## src/rtl/core/bscm_pkg.sv

```systemverilog
// Shared types, constants and helpers for the battery state change monitor.
package bscm_pkg;

  localparam int CLIENTS   = 8;
  localparam int CLIENT_W  = 3;
  localparam int FRAC_BITS = 8;
  localparam int AVG_W     = 25;              // common average width inside a tracker
  localparam int TAVG_W    = 24;              // stored temperature average width
  localparam int MAG_W     = 24;              // magnitude of sample minus average
  localparam int TIME_W    = 32;
  localparam int TAU_W     = 16;
  localparam int THR_W     = 16;
  localparam int PROD_W    = MAG_W + TIME_W;
  localparam int DVS_W     = TIME_W + 1;
  localparam int EV_W      = 9;

  // Command codes
  localparam logic [1:0] CMD_UPDATE = 2'd0;
  localparam logic [1:0] CMD_READ   = 2'd1;
  localparam logic [1:0] CMD_RESET  = 2'd2;
  localparam logic [1:0] CMD_PEEK   = 2'd3;

  // Register indexes
  localparam logic [1:0] REG_TEMP_THR = 2'd0;
  localparam logic [1:0] REG_TEMP_TAU = 2'd1;
  localparam logic [1:0] REG_VOLT_THR = 2'd2;
  localparam logic [1:0] REG_VOLT_TAU = 2'd3;

  localparam logic [11:0] TEMP_THR_RST = 12'd80;
  localparam logic [15:0] TEMP_TAU_RST = 16'd5000;
  localparam logic [15:0] VOLT_THR_RST = 16'd500;
  localparam logic [15:0] VOLT_TAU_RST = 16'd5000;

  // Event bit positions
  localparam int EV_CHARGE = 0;
  localparam int EV_TEMP   = 1;
  localparam int EV_VOLT   = 2;
  localparam int EV_USB    = 3;
  localparam int EV_WLS    = 4;
  localparam int EV_SUPPLY = 5;
  localparam int EV_CSTAT  = 6;
  localparam int EV_SENSOR = 7;
  localparam int EV_LIMIT  = 8;

  typedef struct packed {
    logic [1:0]         cmd;
    logic [2:0]         client;
    logic [31:0]        now_ms;
    logic [6:0]         charge_percent;
    logic signed [11:0] temperature;
    logic [15:0]        open_volts;
    logic               usb_present;
    logic               wireless_present;
    logic [3:0]         supply_status;
    logic [2:0]         charge_status;
    logic               sensor_present;
    logic               charge_limited;
  } req_t;

  typedef struct packed {
    logic any_pending;
    logic charge_changed;
    logic temp_jump;
    logic volt_jump;
    logic usb_changed;
    logic wireless_changed;
    logic supply_changed;
    logic charge_status_changed;
    logic sensor_changed;
    logic limit_changed;
  } rsp_t;

  typedef struct packed {
    logic signed [AVG_W-1:0] sample;
    logic signed [AVG_W-1:0] avg;
    logic [TIME_W-1:0]       stamp;
    logic [TIME_W-1:0]       now;
    logic [THR_W-1:0]        thr;
    logic [TAU_W-1:0]        tau;
  } trk_op_t;

  typedef struct packed {
    logic signed [AVG_W-1:0] avg;
    logic [TIME_W-1:0]       stamp;
    logic                    jump;
  } trk_res_t;

  function automatic rsp_t to_rsp(input logic [EV_W-1:0] ev);
    rsp_t r;
    r.any_pending           = |ev;
    r.charge_changed        = ev[EV_CHARGE];
    r.temp_jump             = ev[EV_TEMP];
    r.volt_jump             = ev[EV_VOLT];
    r.usb_changed           = ev[EV_USB];
    r.wireless_changed      = ev[EV_WLS];
    r.supply_changed        = ev[EV_SUPPLY];
    r.charge_status_changed = ev[EV_CSTAT];
    r.sensor_changed        = ev[EV_SENSOR];
    r.limit_changed         = ev[EV_LIMIT];
    return r;
  endfunction

endpackage

```

## src/rtl/core/bscm_if.sv

```systemverilog
// Valid/ready channel interfaces for requests and responses.
interface bscm_req_if;
  logic             valid;
  logic             ready;
  bscm_pkg::req_t   payload;
  modport source (output valid, output payload, input ready);
  modport sink (input valid, input payload, output ready);
endinterface

interface bscm_rsp_if;
  logic             valid;
  logic             ready;
  bscm_pkg::rsp_t   payload;
  modport source (output valid, output payload, input ready);
  modport sink (input valid, input payload, output ready);
endinterface

```

## src/rtl/core/bscm_track.sv

```systemverilog
// Moving average: bit-serial multiply by dt, divide by tau+dt; or seed, hold or snap.
module bscm_track (
  input  logic                clk,
  input  logic                rst,
  input  logic                start,
  input  bscm_pkg::trk_op_t   op_in,
  output bscm_pkg::trk_res_t  res,
  output logic                done
);

  localparam logic [2:0] ST_IDLE = 3'd0;
  localparam logic [2:0] ST_EVAL = 3'd1;
  localparam logic [2:0] ST_MUL  = 3'd2;
  localparam logic [2:0] ST_DIVI = 3'd3;
  localparam logic [2:0] ST_DIV  = 3'd4;
  localparam logic [2:0] ST_ADJ  = 3'd5;
  localparam logic [2:0] ST_FIN  = 3'd6;

  logic [2:0]                      state;
  bscm_pkg::trk_op_t               op;
  logic [bscm_pkg::MAG_W-1:0]      mag_sr;
  logic                            neg;
  logic [bscm_pkg::TIME_W-1:0]     dt_q;
  logic [bscm_pkg::DVS_W-1:0]      dvs;
  logic [bscm_pkg::PROD_W-1:0]     prod;
  logic [bscm_pkg::DVS_W-1:0]      rem;
  logic [bscm_pkg::MAG_W-1:0]      lo;
  logic [bscm_pkg::MAG_W-1:0]      quo;
  logic [4:0]                      cnt;

  logic signed [bscm_pkg::AVG_W:0] diff;
  logic [bscm_pkg::AVG_W:0]        diff_abs;
  logic [bscm_pkg::MAG_W-1:0]      mag;
  logic [bscm_pkg::MAG_W-1:0]      thr_s;
  logic [bscm_pkg::TIME_W-1:0]     dt;
  logic [bscm_pkg::DVS_W:0]        trial;
  logic [bscm_pkg::DVS_W:0]        trial_sub;

  // Evaluate the deviation and elapsed time from the latched operands
  always_comb begin
    diff      = {op.sample[bscm_pkg::AVG_W-1], op.sample} - {op.avg[bscm_pkg::AVG_W-1], op.avg};
    diff_abs  = diff[bscm_pkg::AVG_W] ? (~diff + 1'b1) : diff;
    mag       = diff_abs[bscm_pkg::MAG_W-1:0];
    thr_s     = {op.thr, {bscm_pkg::FRAC_BITS{1'b0}}};
    dt        = op.now - op.stamp;
    trial     = {rem, lo[bscm_pkg::MAG_W-1]};
    trial_sub = trial - {1'b0, dvs};
  end

  always_ff @(posedge clk) begin
    if (rst) begin
      state <= ST_IDLE;
      done  <= 1'b0;
    end else begin
      done <= (state == ST_FIN);
      unique case (state)
        ST_IDLE: begin
          if (start) begin
            op    <= op_in;
            state <= ST_EVAL;
          end
        end
        ST_EVAL: begin
          res.stamp <= op.now;
          if (op.stamp == '0) begin
            // unseeded: take the sample
            res.avg  <= op.sample;
            res.jump <= 1'b0;
            state    <= ST_FIN;
          end else if (dt == '0) begin
            res.avg  <= op.avg;
            res.jump <= 1'b0;
            state    <= ST_FIN;
          end else if (mag >= thr_s) begin
            // jump: snap to the sample
            res.avg  <= op.sample;
            res.jump <= 1'b1;
            state    <= ST_FIN;
          end else begin
            res.jump <= 1'b0;
            mag_sr   <= mag;
            neg      <= diff[bscm_pkg::AVG_W];
            dt_q     <= dt;
            dvs      <= {1'b0, op.tau} + {1'b0, dt};
            prod     <= '0;
            cnt      <= '0;
            state    <= ST_MUL;
          end
        end
        ST_MUL: begin
          // shift-add one magnitude bit per cycle, MSB first
          prod   <= {prod[bscm_pkg::PROD_W-2:0], 1'b0}
                    + (mag_sr[bscm_pkg::MAG_W-1] ? bscm_pkg::PROD_W'(dt_q)
                                                  : bscm_pkg::PROD_W'(0));
          mag_sr <= {mag_sr[bscm_pkg::MAG_W-2:0], 1'b0};
          cnt    <= cnt + 5'd1;
          if (cnt == 5'(bscm_pkg::MAG_W - 1)) state <= ST_DIVI;
        end
        ST_DIVI: begin
          // quotient fits MAG_W bits, so the upper product part is below the divisor
          rem   <= {1'b0, prod[bscm_pkg::PROD_W-1:bscm_pkg::MAG_W]};
          lo    <= prod[bscm_pkg::MAG_W-1:0];
          quo   <= '0;
          cnt   <= '0;
          state <= ST_DIV;
        end
        ST_DIV: begin
          // restoring division, one quotient bit per cycle
          if (!trial_sub[bscm_pkg::DVS_W]) begin
            rem <= trial_sub[bscm_pkg::DVS_W-1:0];
            quo <= {quo[bscm_pkg::MAG_W-2:0], 1'b1};
          end else begin
            rem <= trial[bscm_pkg::DVS_W-1:0];
            quo <= {quo[bscm_pkg::MAG_W-2:0], 1'b0};
          end
          lo  <= {lo[bscm_pkg::MAG_W-2:0], 1'b0};
          cnt <= cnt + 5'd1;
          if (cnt == 5'(bscm_pkg::MAG_W - 1)) state <= ST_ADJ;
        end
        ST_ADJ: begin
          res.avg <= neg ? op.avg - $signed({1'b0, quo}) : op.avg + $signed({1'b0, quo});
          state   <= ST_FIN;
        end
        ST_FIN: begin
          state <= ST_IDLE;
        end
        default: state <= ST_IDLE;
      endcase
    end
  end

endmodule

```

## src/rtl/core/battery_state_change_monitor.sv

```systemverilog
// Top level of the battery state change monitor: client contexts, sequencing, response register.
//
//   channel  | dir | handshake      | payload
//   req      | in  | valid/ready    | cmd, client, now_ms, sample fields
//   rsp      | out | valid/ready    | any_pending and nine event flags
//   cfg      | in  | cfg_we         | cfg_index, cfg_data
//
// One request at a time. Read, reset and peek commands go from accept to
// response without the trackers; an update waits on the bit-serial multiply
// and divide that the two trackers run in parallel, and each tracker skips both
// when it needs no divide.
// Reset clears all client contexts at once and loads register defaults.
// A new request is accepted while a finished response still waits on rsp.
module battery_state_change_monitor (
  input  logic        clk,
  input  logic        rst,
  bscm_req_if.sink    req,
  bscm_rsp_if.source  rsp,
  input  logic        cfg_we,
  input  logic [1:0]  cfg_index,
  input  logic [15:0] cfg_data
);

  localparam logic [1:0] ST_IDLE = 2'd0;
  localparam logic [1:0] ST_EXEC = 2'd1;
  localparam logic [1:0] ST_WAIT = 2'd2;
  localparam logic [1:0] ST_EMIT = 2'd3;

  logic [1:0]                          state;
  bscm_pkg::req_t                      item;
  logic [bscm_pkg::EV_W-1:0]           res_ev;
  logic                                tdone_q;
  logic                                vdone_q;
  logic                                trk_start;

  logic [11:0]                         temp_thr;
  logic [15:0]                         temp_tau;
  logic [15:0]                         volt_thr;
  logic [15:0]                         volt_tau;

  logic [6:0]                          last_charge   [bscm_pkg::CLIENTS];
  logic [3:0]                          last_flags    [bscm_pkg::CLIENTS];
  logic [3:0]                          last_supply   [bscm_pkg::CLIENTS];
  logic [2:0]                          last_cstat    [bscm_pkg::CLIENTS];
  logic [bscm_pkg::EV_W-1:0]           pending       [bscm_pkg::CLIENTS];
  logic signed [bscm_pkg::TAVG_W-1:0]  temp_avg      [bscm_pkg::CLIENTS];
  logic [bscm_pkg::TIME_W-1:0]         temp_time     [bscm_pkg::CLIENTS];
  logic signed [bscm_pkg::AVG_W-1:0]   volt_avg      [bscm_pkg::CLIENTS];
  logic [bscm_pkg::TIME_W-1:0]         volt_time     [bscm_pkg::CLIENTS];

  bscm_pkg::trk_op_t                   t_op;
  bscm_pkg::trk_op_t                   v_op;
  bscm_pkg::trk_res_t                  t_res;
  bscm_pkg::trk_res_t                  v_res;
  logic                                t_done;
  logic                                v_done;

  logic                                in_range;
  logic [3:0]                          new_flags;
  logic [3:0]                          diffl;
  logic [bscm_pkg::EV_W-1:0]           upd_ev;

  assign req.ready = (state == ST_IDLE);
  assign in_range  = (32'(item.client) < bscm_pkg::CLIENTS);
  assign trk_start = (state == ST_EXEC) && in_range && (item.cmd == bscm_pkg::CMD_UPDATE);

  // Tracker operands from the latched request and the client's context
  always_comb begin
    t_op.sample = {{(bscm_pkg::AVG_W - 12 - bscm_pkg::FRAC_BITS){item.temperature[11]}},
                   item.temperature, {bscm_pkg::FRAC_BITS{1'b0}}};
    t_op.avg    = {temp_avg[item.client][bscm_pkg::TAVG_W-1], temp_avg[item.client]};
    t_op.stamp  = temp_time[item.client];
    t_op.now    = item.now_ms;
    t_op.thr    = {4'b0, temp_thr};
    t_op.tau    = temp_tau;
    v_op.sample = {{(bscm_pkg::AVG_W - 16 - bscm_pkg::FRAC_BITS){1'b0}},
                   item.open_volts, {bscm_pkg::FRAC_BITS{1'b0}}};
    v_op.avg    = volt_avg[item.client];
    v_op.stamp  = volt_time[item.client];
    v_op.now    = item.now_ms;
    v_op.thr    = volt_thr;
    v_op.tau    = volt_tau;
  end

  bscm_track u_temp (
    .clk   (clk),
    .rst   (rst),
    .start (trk_start),
    .op_in (t_op),
    .res   (t_res),
    .done  (t_done)
  );

  bscm_track u_volt (
    .clk   (clk),
    .rst   (rst),
    .start (trk_start),
    .op_in (v_op),
    .res   (v_res),
    .done  (v_done)
  );

  // Build the event set of an update
  always_comb begin
    new_flags = {item.charge_limited, item.sensor_present,
                 item.wireless_present, item.usb_present};
    diffl     = new_flags ^ last_flags[item.client];
    upd_ev    = pending[item.client];
    if (item.charge_percent != last_charge[item.client]) upd_ev[bscm_pkg::EV_CHARGE] = 1'b1;
    if (t_res.jump) upd_ev[bscm_pkg::EV_TEMP] = 1'b1;
    if (v_res.jump) upd_ev[bscm_pkg::EV_VOLT] = 1'b1;
    if (diffl[0]) upd_ev[bscm_pkg::EV_USB] = 1'b1;
    if (diffl[1]) upd_ev[bscm_pkg::EV_WLS] = 1'b1;
    if (item.supply_status != last_supply[item.client]) upd_ev[bscm_pkg::EV_SUPPLY] = 1'b1;
    if (item.charge_status != last_cstat[item.client]) upd_ev[bscm_pkg::EV_CSTAT] = 1'b1;
    if (diffl[2]) upd_ev[bscm_pkg::EV_SENSOR] = 1'b1;
    if (diffl[3]) upd_ev[bscm_pkg::EV_LIMIT] = 1'b1;
  end

  // Configuration registers
  always_ff @(posedge clk) begin
    if (rst) begin
      temp_thr <= bscm_pkg::TEMP_THR_RST;
      temp_tau <= bscm_pkg::TEMP_TAU_RST;
      volt_thr <= bscm_pkg::VOLT_THR_RST;
      volt_tau <= bscm_pkg::VOLT_TAU_RST;
    end else if (cfg_we) begin
      unique case (cfg_index)
        bscm_pkg::REG_TEMP_THR: temp_thr <= cfg_data[11:0];
        bscm_pkg::REG_TEMP_TAU: temp_tau <= cfg_data;
        bscm_pkg::REG_VOLT_THR: volt_thr <= cfg_data;
        bscm_pkg::REG_VOLT_TAU: volt_tau <= cfg_data;
        default: ;
      endcase
    end
  end

  // Sequencer and client contexts
  always_ff @(posedge clk) begin
    if (rst) begin
      state   <= ST_IDLE;
      tdone_q <= 1'b0;
      vdone_q <= 1'b0;
      for (int i = 0; i < bscm_pkg::CLIENTS; i++) begin
        last_charge[i] <= '0;
        last_flags[i]  <= '0;
        last_supply[i] <= '0;
        last_cstat[i]  <= '0;
        pending[i]     <= '0;
        temp_avg[i]    <= '0;
        temp_time[i]   <= '0;
        volt_avg[i]    <= '0;
        volt_time[i]   <= '0;
      end
    end else begin
      unique case (state)
        ST_IDLE: begin
          if (req.valid) begin
            item  <= req.payload;
            state <= ST_EXEC;
          end
        end
        ST_EXEC: begin
          tdone_q <= 1'b0;
          vdone_q <= 1'b0;
          if (!in_range) begin
            res_ev <= '0;
            state  <= ST_EMIT;
          end else begin
            unique case (item.cmd)
              bscm_pkg::CMD_UPDATE: state <= ST_WAIT;
              bscm_pkg::CMD_READ: begin
                res_ev               <= pending[item.client];
                pending[item.client] <= '0;
                state                <= ST_EMIT;
              end
              bscm_pkg::CMD_RESET: begin
                res_ev                   <= '0;
                last_charge[item.client] <= '0;
                last_flags[item.client]  <= '0;
                last_supply[item.client] <= '0;
                last_cstat[item.client]  <= '0;
                pending[item.client]     <= '0;
                temp_avg[item.client]    <= '0;
                temp_time[item.client]   <= '0;
                volt_avg[item.client]    <= '0;
                volt_time[item.client]   <= '0;
                state                    <= ST_EMIT;
              end
              bscm_pkg::CMD_PEEK: begin
                res_ev <= pending[item.client];
                state  <= ST_EMIT;
              end
              default: state <= ST_EMIT;
            endcase
          end
        end
        ST_WAIT: begin
          // hold until both trackers finish; results stay in their registers
          if (t_done) tdone_q <= 1'b1;
          if (v_done) vdone_q <= 1'b1;
          if ((tdone_q || t_done) && (vdone_q || v_done)) begin
            pending[item.client]     <= upd_ev;
            res_ev                   <= upd_ev;
            last_charge[item.client] <= item.charge_percent;
            last_flags[item.client]  <= new_flags;
            last_supply[item.client] <= item.supply_status;
            last_cstat[item.client]  <= item.charge_status;
            temp_avg[item.client]    <= t_res.avg[bscm_pkg::TAVG_W-1:0];
            temp_time[item.client]   <= t_res.stamp;
            volt_avg[item.client]    <= v_res.avg;
            volt_time[item.client]   <= v_res.stamp;
            state                    <= ST_EMIT;
          end
        end
        ST_EMIT: begin
          if (!rsp.valid || rsp.ready) state <= ST_IDLE;
        end
        default: state <= ST_IDLE;
      endcase
    end
  end

  // Response register
  always_ff @(posedge clk) begin
    if (rst) begin
      rsp.valid <= 1'b0;
    end else if (state == ST_EMIT && (!rsp.valid || rsp.ready)) begin
      rsp.valid   <= 1'b1;
      rsp.payload <= bscm_pkg::to_rsp(res_ev);
    end else if (rsp.ready) begin
      rsp.valid <= 1'b0;
    end
  end

endmodule

```

## src/flat_wrapper.sv

```systemverilog
// flat-port wrapper written by rule: the top's interface ports become plain ports
module battery_state_change_monitor_flat 
  (clk, rst, cfg_we, cfg_index, cfg_data, req_valid, req_payload, req_ready, rsp_valid, rsp_payload, rsp_ready);
  bscm_req_if req_i ();
  bscm_rsp_if rsp_i ();
  input  logic clk;
  input  logic rst;
  input  logic cfg_we;
  input  logic [1:0] cfg_index;
  input  logic [15:0] cfg_data;
  input wire logic [$bits(req_i.valid)-1:0] req_valid;
  input wire logic [$bits(req_i.payload)-1:0] req_payload;
  output wire logic [$bits(req_i.ready)-1:0] req_ready;
  output wire logic [$bits(rsp_i.valid)-1:0] rsp_valid;
  output wire logic [$bits(rsp_i.payload)-1:0] rsp_payload;
  input wire logic [$bits(rsp_i.ready)-1:0] rsp_ready;
  assign req_i.valid = req_valid;
  assign req_i.payload = req_payload;
  assign req_ready = req_i.ready;
  assign rsp_valid = rsp_i.valid;
  assign rsp_payload = rsp_i.payload;
  assign rsp_i.ready = rsp_ready;
  battery_state_change_monitor u_core (.clk(clk), .rst(rst), .req(req_i), .rsp(rsp_i), .cfg_we(cfg_we), .cfg_index(cfg_index), .cfg_data(cfg_data));
endmodule
```

## config.mk

```make
export PLATFORM = sky130hd
export DESIGN_NAME = battery_state_change_monitor_flat
export DESIGN_NICKNAME = d
export VERILOG_FILES = /design/src/rtl/core/bscm_pkg.sv /design/src/rtl/core/bscm_if.sv /design/src/rtl/core/bscm_track.sv /design/src/rtl/core/battery_state_change_monitor.sv /design/src/flat_wrapper.sv
export SDC_FILE = /design/constraint.sdc
export NUM_CORES = 2
export LEC_CHECK = 0
export CELL_PAD_IN_SITES_DETAIL_PLACEMENT = 1
export CELL_PAD_IN_SITES_GLOBAL_PLACEMENT = 1
export CORE_ASPECT_RATIO = 0.6
export CORE_MARGIN = 2
export CORE_UTILIZATION = 35
export DETAILED_ROUTE_END_ITERATION = 8
export DONT_BUFFER_PORTS = 1
export PLACE_DENSITY = 0.6
export SYNTH_ARGS = -nofsm -noshare
export SYNTH_HDL_FRONTEND = slang
export SYNTH_SLANG_ARGS = --single-unit
```

## constraint.sdc

```tcl
create_clock -name clk -period 18.8 [get_ports clk]
set_input_delay 1.88 -clock clk [delete_from_list [all_inputs] [get_ports clk]]
set_output_delay 1.88 -clock clk [all_outputs]
set_load 0.05 [all_outputs]
```

## Yosys cells after proc, flatten, opt, wreduce, memory -nomap -nowiden

Memory sizes are Yosys's and may differ from the RTL's. A register that Yosys moved wholly into a read port is not among the register bits.
Cells that the tools add are included.

| cells by class | value |
|---|---|
| reduce and logical (&&, ||, !) cells | 68 |
| multiplexer cells | 142 |
| bitwise gates (word level) | 20 |
| eq/ne operators | 46 |
| magnitude comparators | 2 |
| $add $sub $neg | 18 |

Operator list:

| kind | number |
|---|---|
| 2-to-1 mux 24 bit | 14 |
| 2-to-1 mux 56 bit | 6 |
| one-hot mux 24 bit (2 select lines) | 7 |
| one-hot mux 56 bit (2 select lines) | 2 |
| 2-to-1 mux 32 bit | 6 |
| 2-to-1 mux 25 bit | 6 |
| one-hot mux 33 bit (2 select lines) | 2 |
| logical NOT 32 bit | 4 |
| adder 56 x 32 -> 56 bit | 2 |
| 2-to-1 mux 3 bit | 27 |
| subtractor 34 x 33 -> 34 bit | 2 |
| adder 16 x 32 -> 33 bit | 2 |
| 2-to-1 mux 33 bit | 2 |
| OR reduction 32 bit | 2 |
| subtractor 32 bit | 2 |
| one-hot mux 25 bit (2 select lines) | 1 |
| adder 24 x 1 -> 24 bit (second input constant) | 2 |
| NOT 24 bit | 2 |
| 2-to-1 mux 1 bit | 40 |
| 2-to-1 mux 9 bit | 4 |
| one-hot mux 3 bit (6 select lines) | 2 |
| one-hot mux 9 bit (2 select lines) | 2 |
| 2-to-1 mux 5 bit | 6 |
| one-hot mux 5 bit (3 select lines) | 2 |
| other kinds (49) | 149 |

| storage, ports and cells | value |
|---|---|
| output and inout bits | 12 |
| bits of input ports | 106 |
| memories | 9 |
| register bits | 906 |
| memory bits (writable) | 1120 |

Memories:

| name | depth | width | rd ports | clocked after memory_dff | write ports | line | RTL |
|---|---|---|---|---|---|---|---|
| u_core.temp_time | 8 | 32 | 1 | 1 | 8 | battery_state_change_monitor.sv:47 | `logic [bscm_pkg::TIME_W-1:0] temp_time [bscm_pkg::CLIENTS];` |
| u_core.volt_time | 8 | 32 | 1 | 1 | 8 | battery_state_change_monitor.sv:49 | `logic [bscm_pkg::TIME_W-1:0] volt_time [bscm_pkg::CLIENTS];` |
| u_core.volt_avg | 8 | 25 | 1 | 1 | 8 | battery_state_change_monitor.sv:48 | `logic signed [bscm_pkg::AVG_W-1:0] volt_avg [bscm_pkg::CLIENTS];` |
| u_core.temp_avg | 8 | 24 | 1 | 1 | 8 | battery_state_change_monitor.sv:46 | `logic signed [bscm_pkg::TAVG_W-1:0] temp_avg [bscm_pkg::CLIENTS];` |
| u_core.pending | 8 | 9 | 1 | 1 | 8 | battery_state_change_monitor.sv:45 | `logic [bscm_pkg::EV_W-1:0] pending [bscm_pkg::CLIENTS];` |
| u_core.last_charge | 8 | 7 | 1 | 1 | 8 | battery_state_change_monitor.sv:41 | `logic [6:0] last_charge [bscm_pkg::CLIENTS];` |
| 3 more memories | -- | -- | -- | -- | -- | -- |  |

## Depth between registers and ports, before layout

| logic depth | value |
|---|---|
| word-level depth | 9 |
| depth in mapped cells | 26 |

## By module

From an unflattened synthesis, not the netlist that was laid out.

| second synthesis, totals | value |
|---|---|
| cell total of the unflattened synthesis | 8644 |
| area total of the unflattened synthesis | 106918.8 µm² |

By module, submodules not included:

| module | cells each | area each (µm²) | times used |
|---|---|---|---|
| battery_state_change_monitor | 3562 | 53605.2 | 1 |
| bscm_track at u_core.u_volt | 2582 | 26883.3 | 1 |
| bscm_track at u_core.u_temp | 2500 | 26430.3 | 1 |

## Worst setup path after synthesis

Ideal clock, no wire load.

| timing | value |
|---|---|
| kind | input to register |
| start point | in rst |
| end point | reg u_core.u_volt.op[0] (netlist bit) (enable) |
| data required time | 17832 ps |
| arrival | 14986 ps |
| library setup time | 968 ps |
| buffers on the path | 0 |
| stages | 3 |
| setup slack | 2846 ps |
| cells stage by stage | clkinv_1 nand3_1 nor4_1 |

| on the way | value |
|---|---|
| cells in the longest elaborated chain, start to end | 2 |

Ends and longest elaborated chain:

| element | line | RTL |
|---|---|---|
| from (decl) | flat_wrapper.sv:7 | `input logic rst;` |
| NOT 1 bit (no source line) | -- |  |
| AND reduction 3 bit (no source line) | -- |  |
| to (signal assigned) | bscm_track.sv:59 | `op <= op_in;` |
| to (decl) | bscm_track.sv:20 | `bscm_pkg::trk_op_t op;` |

No other way between the ends.
A chain may end at the register's enable or synchronous reset.

## Worst setup path after layout

| timing | value |
|---|---|
| start point | reg u_core.u_volt.op[96] (netlist name) |
| end point | reg u_core.u_volt.prod[53] (netlist bit) (enable) |

| on the way | value |
|---|---|
| cells in the longest elaborated chain, start to end | 7 |

Ends and longest elaborated chain:

| element | line | RTL |
|---|---|---|
| subtractor 25 x 25 -> 26 bit (*) | bscm_track.sv:41 | `diff = {op.sample[bscm_pkg::AVG_W-1], op.sample} - {op.avg[bscm_pkg::AVG_W-1], op.avg};` |
| NOT 24 bit | bscm_track.sv:42 | `diff_abs = diff[bscm_pkg::AVG_W] ? (~diff + 1'b1) : diff;` |
| adder 24 x 1 -> 24 bit | bscm_track.sv:42 |  |
| 2-to-1 mux 24 bit (*) | bscm_track.sv:42 |  |
| greater-or-equal comparator 24 bit (*) | bscm_track.sv:74 | `end else if (mag >= thr_s) begin` |
| != test 2 bit (no source line) (*) | -- |  |
| AND reduction 5 bit (no source line) (*) | -- |  |
| to (signal assigned) | bscm_track.sv:92 | `prod <= {prod[bscm_pkg::PROD_W-2:0], 1'b0}` |
| to (decl) | bscm_track.sv:25 | `logic [bscm_pkg::PROD_W-1:0] prod;` |

Every way passes the cells marked *; elsewhere a longest branch is shown, timed or not.

==> impl_metrics.yaml <==
timing:
  finalSetupTns_ns: 0
  maxSlewViolCount: 0
  post-route-min-period_ns: 8.193
  slew_headroom_pct: 0.4390
  setup_viol: 0
  fmax_ghz: 0.1221
  fin_ws_ns: 10.61
  tightest_slew_ns: 1.480
  finalHoldViolCount: 0
  fin_crit_sh_pct: 43.58
  finClkSkew_ns: 0.1102
  rsz0062_at_grt: "no"
critical_path:
  critPathKind: "reg -> reg"
  required_ns: 19.32
  start_kind: "flip-flop"
  cp-end-kind: "flip-flop"
  critPathMaxFanout: 57
  critPathArrivalTime_ns: 8.71
global_routing:
  grt_max_degree: 132
  grt_first_pass_wirelength_um: 501900
  grt_pass1_vias: 72830
  antenna_found_initial: 40
  grt_util_all_layers_pct: 22.66
  grt_overflow_total: 0
cts:
  path_clk_slew_ns: 0.06
  cts_buffer_depth: 4
  clkLatencyLatePin_ns: 0.95
  postCtsHoldBufs: 0
  cts-root-buf: "clkbuf_16"
  numCtsBuffers: 218
  cts.sinks: 2142
  h-tree-depth: 4
  cts_resized: 0
  postCtsSetupBuffers: 0
  tritoncts: "yes"
routing:
  drtPass1Iterations: 6
  drc_errors: 0
  totalWireLength_um: 343200
  num_vias: 71480
  ant_nets: 0
  drt_iter0_markers: 7314
  routedWlPerCell_um: 27.16
  vias_per_cell: 5.655
run_status:
  violations: "capacitance limit"
  status: "finished with violations"
synthesis:
  ys_warn_count: 0
  synthCells: 8663
  synth-seq-area-share_pct: 62.18
  ys_types: 94
  syn_area_um2: 102200
  yosys.area.top_type: "edfxtp_1"
  synth.net_count: 9120
  synth_async_sr_flop_share_pct: 0
  synth.area.top_cells: "edfxtp_1 61%, nor2_1 5.8%, ha_1 4.2%"
  synth_edf_count: 2066
  synth_area_per_cell_um2: 11.80
  synth-seq-cells: 2142
  yosys_most_used_dff: "edfxtp_1"
  synth_top_area_share_pct: 60.69
floorplan:
  die_w_um: 701.7
  core_um2: 290200
  start_util_pct: 35.22
  die_area_um2: 296600
  die_h_um: 422.6
  num_rows: 153
  ios: 118
cells_and_area:
  nets: 9038
  fillCellCount: 30950
  layout-drive-gt1-share_pct: 6.948
  area_delta_synth_final_pct: 11.18
place:
  place_congestion: 0.8816
  dp_hpwl_um: 219900
  portBuffers: 0
  pre_cts_slack_ns: 10.59
power:
  leakagePower_uw: 0.03988
  p_per_area_nw_per_um2: 101.1
  vdd_drop_max_v: 0.00007623
min_path:
  hold_path.class: "reg -> reg"
job:
  drv_cap: 1
worst paths after layout:
| kind | startpoint | end | slack (ns) | depth (start not counted) |
|---|---|---|---|---|
| max | u_core.u_volt.op[96] | u_core.u_volt.prod[53] | 10.61 | 27 |
| min | u_core.temp_tau[13] | u_core.u_temp.op[13] | 0.37 | 0 |
| max reg2reg | u_core.u_volt.op[96] | u_core.u_volt.prod[53] | 10.61 | 27 |
| min reg2reg | u_core.temp_tau[13] | u_core.u_temp.op[13] | 0.37 | 0 |
kinds of logic after synthesis:
logic type,Yosys count,synth area share (%)
AOI/OAI and AO/OA,1594,10.38
xor gates and xnor gates,445,3.813
adders and majority gates,351,4.370
buffers and inverters,719,2.679
DFF,2142,62.18
muxes,204,2.680
and+or+nand+nor,3208,13.90
cell type report:
cell class,instances,area [um^2],share of cell area [%]
clock inverter,124,1145,1.007
sequential,2142,63570,55.93
multi-input combinational,5802,36230,31.88
inverter,311,1172,1.032
tap,3875,4848,4.266
clock buffer,266,5758,5.066
timing repair buffer,106,895.9,0.7883
antenna,14,35.03,0.03083
metal layers:
metal  vias up  wire (um)  track usage, %
met4        22       7305           4.885
met2      2422     146600           33.52
met5         -        131               0
li1      31590          -               -
met1     37050     162500           34.24
met3       394      26750           4.438
flip-flops by register name, summed over array words and instances (netlist names), 58 cells and up, named ones only:
signal	cells
u_core.volt_time	256
u_core.u_volt.res	58
u_core.temp_time	256
u_core.u_temp.op	128
u_core.temp_avg	192
u_core.pending	72
u_core.volt_avg	200
u_core.item	83
u_core.u_volt.op	137
cell usage after synthesis (all sizes together), types with 49 or more instances:
library cell,instances
nor2b,62
edfxtp,2066
mux2i,132
nand2b,61
xnor2,275
and2,111
ha,341
nor3,100
a21oi,359
a31oi,49
a22oi,457
and3,63
nand2,738
o21ai,266
mux4,54
buf,58
dfxtp,76
xor2,170
nand4,157
a21o,130
inv,310
o21a,50
nor2,1574
clkbuf,350
nand3,137
cell usage in the layout (no fill, tap or decap), drive strengths merged, types with 63 or more instances in the layout:
master	synthesis	final
edfxtp	2066	2066
nor2	1574	1574
nand2	738	738
a22oi	457	457
a21oi	359	359
ha	341	341
inv	310	318
xnor2	275	275
o21ai	266	266
clkbuf	350	266
xor2	170	170
nand4	157	157
nand3	137	137
mux2i	132	132
a21o	130	130
and2	111	111
buf	58	106
nor3	100	100
clkinv	1	85
dfxtp	76	76
and3	63	63
report_power, final:
part           switching, uW  internal [uW]
Sequential               148           5490
Combinational           1030            443
Clock                   1970           2410
critical path, stage by stage, from the launching register on:
cell	delay [ns]
edfxtp_1	0.51
inv_1	0.19
ha_1	0.36
nor3b_1	0.61
nand4_1	0.31
or3b_2	0.50
o21ai_0	0.11
a22oi_1	0.16
nor2b_1	0.23
nand4bb_1	0.17
or3b_2	0.51
or3_1	0.37
nand2_1	0.10
xnor2_1	0.14
ha_1	0.28
a21o_1	0.18
a21o_1	0.18
a21oi_1	0.17
nor2b_1	0.07
o21ai_0	0.17
nand2b_1	0.08
a21oi_1	0.24
nand3_1	0.13
a41oi_1	0.37
nand3_2	0.26
o32ai_4	0.17
buf_4	0.36
buf_4	0.71
metrics by stage:
| stage | util [%] | cell area, um^2 | hold slack (ns) | cells | power [uW] |
|---|---|---|---|---|---|
| floorplan | - | 102200 | 0.4003 | 8663 | 6611 |
| global placement | 36.77 | 106700 | 0.4098 | 12240 | 7176 |
| detailed placement | 36.77 | 106700 | 0.4063 | 12240 | 7204 |
| finish | 39.16 | 113700 | 0.3737 | 12640 | 11490 |
| global route | 39.15 | 113600 | 0.4006 | 12630 | 11890 |
| CTS | 39.15 | 113600 | 0.3901 | 12630 | 11590 |
Power figures use the tool's default switching activity.
